**src/rtl/tcs_pkg.sv**
```systemverilog
//------------------------------------------------------------------------------
// tcs_pkg
// Types and constants for the tracking candidate selector.
//------------------------------------------------------------------------------
`default_nettype none
package tcs_pkg;
  localparam int unsigned IDX_W   = 6;
  localparam int unsigned RUN_W   = 16;
  localparam int unsigned SCORE_W = 32;
  localparam int unsigned NPTS_W  = 7;
  localparam int unsigned RATIO_W = 9;
  localparam int unsigned CFG_W   = 16;
  localparam int unsigned CFG_IDX_W = 1;
  localparam logic [CFG_IDX_W-1:0] REG_MAX_RUN = 1'd0;
  localparam logic [CFG_IDX_W-1:0] REG_RATIO   = 1'd1;
  localparam logic [RUN_W-1:0]   MAX_RUN_RST = 16'd3;
  localparam logic [RATIO_W-1:0] RATIO_RST   = 9'd102;

  typedef enum logic [1:0] {
    CLS_A = 2'd0,
    CLS_B = 2'd1,
    CLS_C = 2'd2,
    CLS_NONE = 2'd3
  } cls_t;

  typedef struct packed {
    logic [IDX_W-1:0]   point_index;
    logic               is_matched;
    logic               flow_tracked_status;
    logic [RUN_W-1:0]   status_run;
    logic [SCORE_W-1:0] point_score;
    logic [NPTS_W-1:0]  next_frame_points;
    logic               last_point;
  } in_word_t;

  typedef struct packed {
    logic [IDX_W-1:0] candidate_index;
    logic             candidate_last;
    logic             list_empty;
  } out_word_t;

  // Word from front to back: classified record.
  typedef struct packed {
    logic [IDX_W-1:0]   idx;
    cls_t               cls;
    logic [RUN_W-1:0]   run;
    logic [SCORE_W-1:0] score;
    logic [NPTS_W-1:0]  npts;
    logic               last;
  } rec_t;
endpackage
`default_nettype wire

```
**src/rtl/tcs_if.sv**
```systemverilog
//------------------------------------------------------------------------------
// tcs_if
// Valid/ready channel carrying one word of type T.
//------------------------------------------------------------------------------
`default_nettype none
interface tcs_if #(parameter type T = logic) ();
  logic valid;
  logic ready;
  T     data;
  modport source (output valid, output data, input ready);
  modport sink   (input valid, input data, output ready);
endinterface
`default_nettype wire

```
**src/rtl/tcs_front.sv**
```systemverilog
//------------------------------------------------------------------------------
// tcs_front
// Classifies keypoint records and pushes them into a short queue.
//------------------------------------------------------------------------------
`default_nettype none
module tcs_front (
  input  wire logic                      clk,
  input  wire logic                      rst_n,
  input  wire logic [tcs_pkg::RUN_W-1:0] max_run,
  tcs_if.sink                            in_ch,
  tcs_if.source                          q_ch
);
  import tcs_pkg::*;
  localparam int unsigned DEPTH = 4;
  localparam int unsigned PW = 2;

  rec_t            mem_r [DEPTH];
  logic [PW-1:0]   wp_r, rp_r;
  logic [PW:0]     cnt_r;
  in_word_t        w;
  rec_t            rec;
  logic            push, pop;

  always_comb begin
    w = in_ch.data;
    rec.idx   = w.point_index;
    rec.run   = w.status_run;
    rec.score = w.point_score;
    rec.npts  = w.next_frame_points;
    rec.last  = w.last_point;
    if (w.is_matched) begin
      rec.cls = CLS_NONE;
    end else if (!w.flow_tracked_status) begin
      rec.cls = (w.status_run != '0) ? CLS_A : CLS_B;
    end else if (w.status_run < max_run) begin
      rec.cls = CLS_C;
    end else begin
      rec.cls = CLS_NONE;
    end
  end

  assign in_ch.ready = (cnt_r != (PW+1)'(DEPTH));
  assign push = in_ch.valid && in_ch.ready;
  assign q_ch.valid = (cnt_r != '0);
  assign q_ch.data  = mem_r[rp_r];
  assign pop = q_ch.valid && q_ch.ready;

  always_ff @(posedge clk) begin
    if (push) begin
      mem_r[wp_r] <= rec;
    end
    if (!rst_n) begin
      wp_r <= '0;
      rp_r <= '0;
      cnt_r <= '0;
    end else begin
      if (push) wp_r <= wp_r + 1'b1;
      if (pop)  rp_r <= rp_r + 1'b1;
      cnt_r <= cnt_r + (PW+1)'(push) - (PW+1)'(pop);
    end
  end
endmodule
`default_nettype wire

```
**src/rtl/tcs_back.sv**
```systemverilog
//------------------------------------------------------------------------------
// tcs_back
// Stores qualifying records, then selects, sorts if over the cap, and emits.
//------------------------------------------------------------------------------
`default_nettype none
module tcs_back #(
  parameter int unsigned POINT_CAPACITY = 64
) (
  input  wire logic                        clk,
  input  wire logic                        rst_n,
  input  wire logic [tcs_pkg::RATIO_W-1:0] ratio,
  tcs_if.sink                              q_ch,
  tcs_if.source                            out_ch
);
  import tcs_pkg::*;
  localparam int unsigned AW = (POINT_CAPACITY > 1) ? $clog2(POINT_CAPACITY) : 1;
  localparam int unsigned CW = $clog2(POINT_CAPACITY + 1);
  localparam int unsigned PROD_W = NPTS_W + RATIO_W;
  localparam int unsigned CAP_W = PROD_W - 8;

  typedef enum logic [7:0] {
    S_LOAD  = 8'b00000001,
    S_CAP   = 8'b00000010,
    S_SCAN  = 8'b00000100,
    S_SCANW = 8'b00001000,
    S_SEL   = 8'b00010000,
    S_SELW  = 8'b00100000,
    S_EMIT  = 8'b01000000,
    S_EMPTY = 8'b10000000
  } state_t;

  typedef struct packed {
    logic [IDX_W-1:0]   idx;
    cls_t               cls;
    logic [RUN_W-1:0]   run;
    logic [SCORE_W-1:0] score;
  } ent_t;

  state_t           state_r, state_nxt;
  ent_t             mem_r [POINT_CAPACITY];
  ent_t             rd_r;
  logic [AW-1:0]    rd_addr;
  logic [CW-1:0]    cnt_r;
  logic [POINT_CAPACITY-1:0] used_r;
  logic [PROD_W-1:0] prod;
  logic [CAP_W-1:0] cap;
  logic [CW-1:0]    lim;
  logic             over;
  logic [CW-1:0]    limit_r, emitted_r;
  logic             sort_r;
  cls_t             cur_cls_r;
  logic [CW-1:0]    scan_r;
  logic             have_r;
  logic [AW-1:0]    best_r;
  ent_t             best_e_r;
  logic [IDX_W-1:0] out_idx_r;
  logic             out_last_r, out_empty_r, out_v_r;
  logic             take, better, scan_done;
  logic [NPTS_W-1:0] npts_r;
  rec_t             q;
  out_word_t        ow;
  logic [AW-1:0]    scan_a;

  assign q = q_ch.data;
  assign q_ch.ready = (state_r == S_LOAD);
  assign take = q_ch.valid && q_ch.ready;
  assign scan_a = scan_r[AW-1:0];
  assign rd_addr = scan_a;
  assign scan_done = (scan_r == cnt_r);

  assign prod = PROD_W'(npts_r) * PROD_W'(ratio);
  assign cap  = prod[PROD_W-1:8];
  assign over = CAP_W'(cnt_r) > cap;
  assign lim  = over ? CW'(cap) : cnt_r;

  always_comb begin
    if (!have_r) begin
      better = 1'b1;
    end else if (!sort_r) begin
      better = 1'b0;
    end else begin
      case (cur_cls_r)
        CLS_A:   better = rd_r.run > best_e_r.run;
        CLS_B:   better = rd_r.score > best_e_r.score;
        default: better = rd_r.run < best_e_r.run;
      endcase
    end
  end

  always_comb begin
    state_nxt = state_r;
    unique case (state_r)
      S_LOAD:  if (take && q.last) state_nxt = S_CAP;
      S_CAP:   state_nxt = (lim == '0) ? S_EMPTY : S_SCAN;
      S_SCAN:  state_nxt = scan_done ? S_SEL : S_SCANW;
      S_SCANW: state_nxt = S_SCAN;
      S_SEL:   state_nxt = have_r ? S_SELW : S_SCAN;
      S_SELW:  state_nxt = S_EMIT;
      S_EMIT:  if (!out_v_r) state_nxt = (emitted_r == limit_r) ? S_LOAD : S_SCAN;
      S_EMPTY: if (!out_v_r && emitted_r != '0) state_nxt = S_LOAD;
      default: state_nxt = S_LOAD;
    endcase
  end

  always_ff @(posedge clk) begin
    rd_r <= mem_r[rd_addr];
    if (take && q.cls != CLS_NONE && cnt_r < CW'(POINT_CAPACITY)) begin
      mem_r[cnt_r[AW-1:0]] <= '{idx: q.idx, cls: q.cls, run: q.run, score: q.score};
    end
  end

  always_ff @(posedge clk) begin
    if (!rst_n) begin
      state_r <= S_LOAD;
      cnt_r <= '0;
      used_r <= '0;
      out_v_r <= 1'b0;
      emitted_r <= '0;
      have_r <= 1'b0;
      scan_r <= '0;
      cur_cls_r <= CLS_A;
    end else begin
      state_r <= state_nxt;
      if (out_v_r && out_ch.ready) out_v_r <= 1'b0;
      unique case (state_r)
        S_LOAD: begin
          if (take) begin
            npts_r <= q.npts;
            if (q.cls != CLS_NONE && cnt_r < CW'(POINT_CAPACITY)) cnt_r <= cnt_r + 1'b1;
          end
        end
        S_CAP: begin
          limit_r <= lim;
          sort_r <= over;
          emitted_r <= '0;
          scan_r <= '0;
          have_r <= 1'b0;
          cur_cls_r <= CLS_A;
        end
        S_SCAN: begin
          if (scan_done) begin
            scan_r <= '0;
          end
        end
        S_SCANW: begin
          if (!used_r[scan_a] && rd_r.cls == cur_cls_r && better) begin
            have_r <= 1'b1;
            best_r <= scan_a;
            best_e_r <= rd_r;
          end
          scan_r <= scan_r + 1'b1;
        end
        S_SEL: begin
          if (!have_r) begin
            cur_cls_r <= cls_t'(cur_cls_r + 2'd1);
          end else begin
            used_r[best_r] <= 1'b1;
            out_idx_r <= best_e_r.idx;
            out_last_r <= (emitted_r + 1'b1 == limit_r);
            out_empty_r <= 1'b0;
            out_v_r <= 1'b1;
            emitted_r <= emitted_r + 1'b1;
            have_r <= 1'b0;
          end
        end
        S_SELW: ;
        S_EMIT: begin
          if (!out_v_r && emitted_r == limit_r) begin
            cnt_r <= '0;
            used_r <= '0;
          end
        end
        S_EMPTY: begin
          if (!out_v_r && emitted_r == '0) begin
            out_idx_r <= '0;
            out_last_r <= 1'b1;
            out_empty_r <= 1'b1;
            out_v_r <= 1'b1;
            emitted_r <= CW'(1);
          end else if (!out_v_r) begin
            cnt_r <= '0;
            used_r <= '0;
            emitted_r <= '0;
          end
        end
        default: ;
      endcase
    end
  end

  assign ow = '{candidate_index: out_idx_r, candidate_last: out_last_r,
                list_empty: out_empty_r};
  assign out_ch.valid = out_v_r;
  assign out_ch.data  = ow;
endmodule
`default_nettype wire

```
**src/rtl/tracking_candidate_selector.sv**
```systemverilog
//------------------------------------------------------------------------------
// tracking_candidate_selector
// Top level: configuration registers, classifier front, selector back.
//------------------------------------------------------------------------------
// Records load at one per cycle while the front queue has room; the queue
// drains only while the back end is loading. After the last record, each
// emitted candidate takes one scan of the stored records (one read port), plus one scan per exhausted class.
`default_nettype none
module tracking_candidate_selector #(
  parameter int unsigned POINT_CAPACITY = 64
) (
  input  wire logic                        clk,
  input  wire logic                        rst_n,
  input  wire logic                        cfg_we,
  input  wire logic [tcs_pkg::CFG_IDX_W-1:0] cfg_index,
  input  wire logic [tcs_pkg::CFG_W-1:0]   cfg_data,
  tcs_if.sink                              in_ch,
  tcs_if.source                            out_ch
);
  import tcs_pkg::*;
  logic [RUN_W-1:0]   max_run_r;
  logic [RATIO_W-1:0] ratio_r;

  always_ff @(posedge clk) begin
    if (!rst_n) begin
      max_run_r <= MAX_RUN_RST;
      ratio_r <= RATIO_RST;
    end else if (cfg_we) begin
      case (cfg_index)
        REG_MAX_RUN: max_run_r <= cfg_data;
        REG_RATIO:   ratio_r <= cfg_data[RATIO_W-1:0];
        default: ;
      endcase
    end
  end

  tcs_if #(.T(rec_t)) q_ch ();

  tcs_front u_front (.clk, .rst_n, .max_run(max_run_r), .in_ch, .q_ch(q_ch.source));
  tcs_back #(.POINT_CAPACITY(POINT_CAPACITY)) u_back (
    .clk, .rst_n, .ratio(ratio_r), .q_ch(q_ch.sink), .out_ch);
endmodule
`default_nettype wire

```
**src/flat_wrapper.sv**
```systemverilog
// flat-port wrapper written by rule: the top's interface ports become plain ports
module tracking_candidate_selector_flat import tcs_pkg::*;
#(
  parameter int unsigned POINT_CAPACITY = 64
)
  (clk, rst_n, cfg_we, cfg_index, cfg_data, in_ch_valid, in_ch_data, in_ch_ready, out_ch_valid, out_ch_data, out_ch_ready);
  tcs_if #(.T(in_word_t)) in_ch_i ();
  tcs_if #(.T(out_word_t)) out_ch_i ();
  input  wire logic clk;
  input  wire logic rst_n;
  input  wire logic cfg_we;
  input  wire logic [tcs_pkg::CFG_IDX_W-1:0] cfg_index;
  input  wire logic [tcs_pkg::CFG_W-1:0] cfg_data;
  input wire logic [$bits(in_ch_i.valid)-1:0] in_ch_valid;
  input wire logic [$bits(in_ch_i.data)-1:0] in_ch_data;
  output wire logic [$bits(in_ch_i.ready)-1:0] in_ch_ready;
  output wire logic [$bits(out_ch_i.valid)-1:0] out_ch_valid;
  output wire logic [$bits(out_ch_i.data)-1:0] out_ch_data;
  input wire logic [$bits(out_ch_i.ready)-1:0] out_ch_ready;
  assign in_ch_i.valid = in_ch_valid;
  assign in_ch_i.data = in_ch_data;
  assign in_ch_ready = in_ch_i.ready;
  assign out_ch_valid = out_ch_i.valid;
  assign out_ch_data = out_ch_i.data;
  assign out_ch_i.ready = out_ch_ready;
  tracking_candidate_selector #(.POINT_CAPACITY(POINT_CAPACITY)) u_core (.clk(clk), .rst_n(rst_n), .cfg_we(cfg_we), .cfg_index(cfg_index), .cfg_data(cfg_data), .in_ch(in_ch_i), .out_ch(out_ch_i));
endmodule
```
**config.mk**
```make
export PLATFORM = sky130hd
export DESIGN_NAME = tracking_candidate_selector_flat
export DESIGN_NICKNAME = d
export VERILOG_FILES = /design/src/rtl/tcs_pkg.sv /design/src/rtl/tcs_if.sv /design/src/rtl/tcs_front.sv /design/src/rtl/tcs_back.sv /design/src/rtl/tracking_candidate_selector.sv /design/src/flat_wrapper.sv
export SDC_FILE = /design/constraint.sdc
export NUM_CORES = 2
export LEC_CHECK = 0
export BUFFER_PORTS_ARGS = -buffer_cell sky130_fd_sc_hd__buf_2
export CAP_MARGIN = 30
export CELL_PAD_IN_SITES_DETAIL_PLACEMENT = 1
export CELL_PAD_IN_SITES_GLOBAL_PLACEMENT = 1
export CORE_MARGIN = 2
export CORE_UTILIZATION = 53
export CTS_CLUSTER_DIAMETER = 50
export CTS_CLUSTER_SIZE = 28
export DETAILED_ROUTE_END_ITERATION = 10
export PLACE_DENSITY_LB_ADDON = 0.1
export SLEW_MARGIN = 30
export SYNTH_ARGS = -nofsm -noshare
export SYNTH_HDL_FRONTEND = slang
export SYNTH_SLANG_ARGS = --single-unit
export TNS_END_PERCENT = 1
```
**constraint.sdc**
```tcl
create_clock -name clk -period 9.8 [get_ports clk]
set_clock_uncertainty 0.15 [all_clocks]
set_input_delay 1.96 -clock clk [delete_from_list [all_inputs] [get_ports clk]]
set_output_delay 1.96 -clock clk [all_outputs]
set_load 0.1 [all_outputs]
```
==> reports/metrics.csv <==
metric,value,unit
CTS Buffer Depth,4,
nets,7400,
Placer Congestion,0.8043,
number of flops mapped to enable cells by yosys,3923,
"CTS clk-pin slew, worst paths",0.07,ns
fmax,0.1520,GHz
Synth Register Bits,4110,
met1 GRT Util,41.56,%
max cap viols,0,
Switching Fraction,27.47,%
Slew HR,28.15,%
die extent in x,550.5,um
Post-CTS Setup Inserts,0,
Crit Path Class,reg -> reg,
final WL,435000,um
core area,297000,um^2
routed vias,75666,
hold bufs inserted after CTS,0,
fill count,23555,
Syn Area/Cell,23.36,um^2
"Clk Latency, worst-skew pair",0.97,ns
post-route ant nets,0,
"non-filler cells, final",11472,
initial antenna violation count,24,
vias in the first global route,78736,
Final Max Slew Viols,0,
clock root buffer master,clkbuf_16,
GR peak layer,met2,
status,finished clean,
die height,550.5,um
largest net degree at the start of global routing,146,
number of port buffers,95,
Synth Instances,6777,
share of the synthesized area in the top cell type,74.42,%
worst-path fanout max,14,
Num CTS Buffers,405,
grt ovf,0,
Ports,96,
mapped cell area,158300,um^2
fin util,60.54,%
period utilization,67.14,%
met3 Use GR,4.273,%
Via density,6.596,
met2 Use GR,47.33,%
RSZ-0062 raised after global routing,no,
area of the multi-input gates,35610,um^2
Post-Place Cells,10689,
Internal,32.27,mW
DRC errors left,0,
PwrDens,247.4,nW/um^2
R2R setup slack,3.22,ns
Hold Crit Class,reg -> reg,
top cell type by total area after synthesis,edfxtp_1,
iteration count of the initial detailed-routing pass,6,
most frequent cells in the layout,"edfxtp_1 (3923), mux4_2 (1234), clkbuf_16 (408), dfxtp_1 (179), buf_4 (158)",
Crit path largest cell delay,0.58,ns
Initial Util,53.29,%
layout cells sized above 1,31.95,%
Clock power frac,37.2,%
Critical Path Source Type,register,
"commonest non-fill, non-tap cell in the layout",edfxtp_1,
critical path's most frequent cell,fa_1,
setup TNS,0,ns
switching power,12.22,mW
combinational group share of total power,12.6,%
critical path required time,10.43,ns
hold_ws,0.2682,ns
DR iter-0 viols,9519,
CP Data Arrival Time,7.21,ns
synth top area cells,"edfxtp_1 (74%), mux4_2 (18%), dfxtp_1 (2.4%), ha_1 (0.90%), clkbuf_1 (0.43%)",
FF/Latch Area,121600,um^2
first-pass GRT wire length,615900,um
endpoints failing setup,0,
Most used DFF post-synth,edfxtp_1,
Pwr Total,44.49,mW
Worst setup EP type,register,
Leak,55.04,nW
synth unique cells,71,
dpl hpwl,250300,um
H-tree Lvls,5,
WL per Instance,37.92,um
# rows,200,
gr usage total,29.13,%
CP max-delay cell,fa_1,
clock sink count,4110,
YS warnings,0,
min cycle time layout,6.580,ns
Worst Tran Pin Value,1.078,ns
# resized after CTS,0,
final hold vios,0,
die area,303100,um^2
Flop pwr share,50.2,%
CP Cell Sequence,"and2_1, fa_1, inv_1, fa_1, fa_1, fa_1, inv_1, ha_1, a21oi_1, o21ai_0, a21oi_1, o21ai_0, xnor2_1, ha_1, nand3_1, o22ai_1, o2111ai_1, nand3_1, o211ai_1, buf_4, and3b_1, or3_1",
Synth-to-Final Area Change,13.59,%
CTS tree,yes,
"Seq/Total Area, Yosys",76.78,%
"FFs w/ async S/R, synth",0,%
Worst VDD drop,320.6,uV
Syn Nets,7011,
-- metrics by stage --
stage | setup slack (ns) | instance area (um^2)
floorplan | 2.391 | 158300
global placement | 3.118 | 164500
detailed placement | 3.276 | 165100
CTS | 3.164 | 179500
global route | 2.727 | 179800
finish | 3.220 | 179800
-- cell usage after synthesis, types with 4 or more instances --
| master | number |
|---|---|
| nor3b_1 | 5 |
| xor2_1 | 23 |
| nor4_1 | 7 |
| nor3_1 | 22 |
| ha_1 | 114 |
| and2_1 | 71 |
| mux4_2 | 1257 |
| o211ai_1 | 6 |
| inv_1 | 121 |
| nand2b_1 | 12 |
| edfxtp_1 | 3923 |
| fa_1 | 34 |
| nor2b_1 | 20 |
| dfxtp_1 | 187 |
| nand3_1 | 39 |
| or2_2 | 4 |
| a21boi_0 | 27 |
| a211oi_1 | 7 |
| buf_1 | 57 |
| nand4_1 | 17 |
| o21a_1 | 4 |
| nand2_1 | 121 |
| a32o_1 | 13 |
| o21ai_0 | 42 |
| and3_1 | 12 |
| a22o_1 | 5 |
| a21o_1 | 9 |
| clkbuf_1 | 183 |
| nand3b_1 | 4 |
| buf_2 | 80 |
| a21oi_1 | 85 |
| nor2_1 | 176 |
| xnor2_1 | 19 |
| buf_4 | 4 |
| a211o_1 | 4 |
| mux2i_1 | 6 |
-- registers in the layout, summed over array words and instances, names as in the netlist, 2 cells and up, named ones only --
register / count
u_core.u_back.mem_r: 3584
u_core.u_front.mem_r: 256
u_core.u_back.used_r: 64
u_core.u_back.rd_r: 56
u_core.u_back.best_e_r: 54
u_core.max_run_r: 16
u_core.ratio_r: 9
u_core.u_back.state_r: 8
u_core.u_back.cnt_r: 7
u_core.u_back.emitted_r: 7
u_core.u_back.limit_r: 7
u_core.u_back.npts_r: 7
u_core.u_back.scan_r: 7
u_core.u_back.best_r: 6
u_core.u_back.out_idx_r: 6
u_core.u_front.cnt_r: 3
u_core.u_back.cur_cls_r: 2
u_core.u_front.rp_r: 2
u_core.u_front.wp_r: 2
-- final cells by class --
cell class	instances	share of cell area, %
Tap cell	3939	2.741
Timing Repair Buffer	309	1.544
Sequential cell	4110	67.61
Clock buffer	430	5.746
Multi-Input combinational cell	2219	19.81
Inverter	121	0.2526
Clock inverter	336	2.288
Antenna cell	8	0.01113
-- cell families (layout without fill, tap and decap cells) --
family | count (synthesis) | in the layout | share of synthesized area [%]
flops | 4110 | 4110 | 76.78
mux | 1266 | 1266 | 17.94
simple gates | 527 | 527 | 1.595
buf+inv | 448 | 1196 | 1.145
compound gates | 236 | 236 | 0.9690
fa+ha+maj | 148 | 148 | 1.331
xor+xnor | 42 | 42 | 0.2324
other cells | 0 | 8 | 0
-- power by group through the flow --
stage / Sequential [mW] / Combinational, mW / Clock (mW)
final: 22.3 / 5.61 / 16.5
after global routing: 22.4 / 6.05 / 17.4
after CTS: 22.3 / 5.63 / 16.8
after detailed placement: 22.7 / 5.62 / 0
after global placement: 22.7 / 5.35 / 0
after floorplan: 22.5 / 3.11 / 0
-- layer usage --
layer	up-vias	share of wire (%)
met2	3624	49
met4	10	3.1
li1	29657	-
met1	41709	40
met3	666	7.7
met5	-	0.014
-- worst paths after layout --
path	end	depth (start not counted)	start
setup / recovery	u_core.u_back.state_r[2]	22	u_core.u_back.npts_r[1]
hold / removal	u_core.u_back.best_e_r[51]	0	u_core.u_back.rd_r[51]
setup reg to reg	u_core.u_back.state_r[2]	22	u_core.u_back.npts_r[1]
hold reg to reg	u_core.u_back.best_e_r[51]	0	u_core.u_back.rd_r[51]
-- critical path, delay by kind of cell (launching register included) --
kind            cells  cell delay, ns
compound gates      7            1.36
xor+xnor            1            0.28
fa+ha+maj           6            2.71
buf+inv             3            0.37
flops               1            0.52
simple gates        5            1.00
No activity file was read; power rests on OpenSTA's default activity.
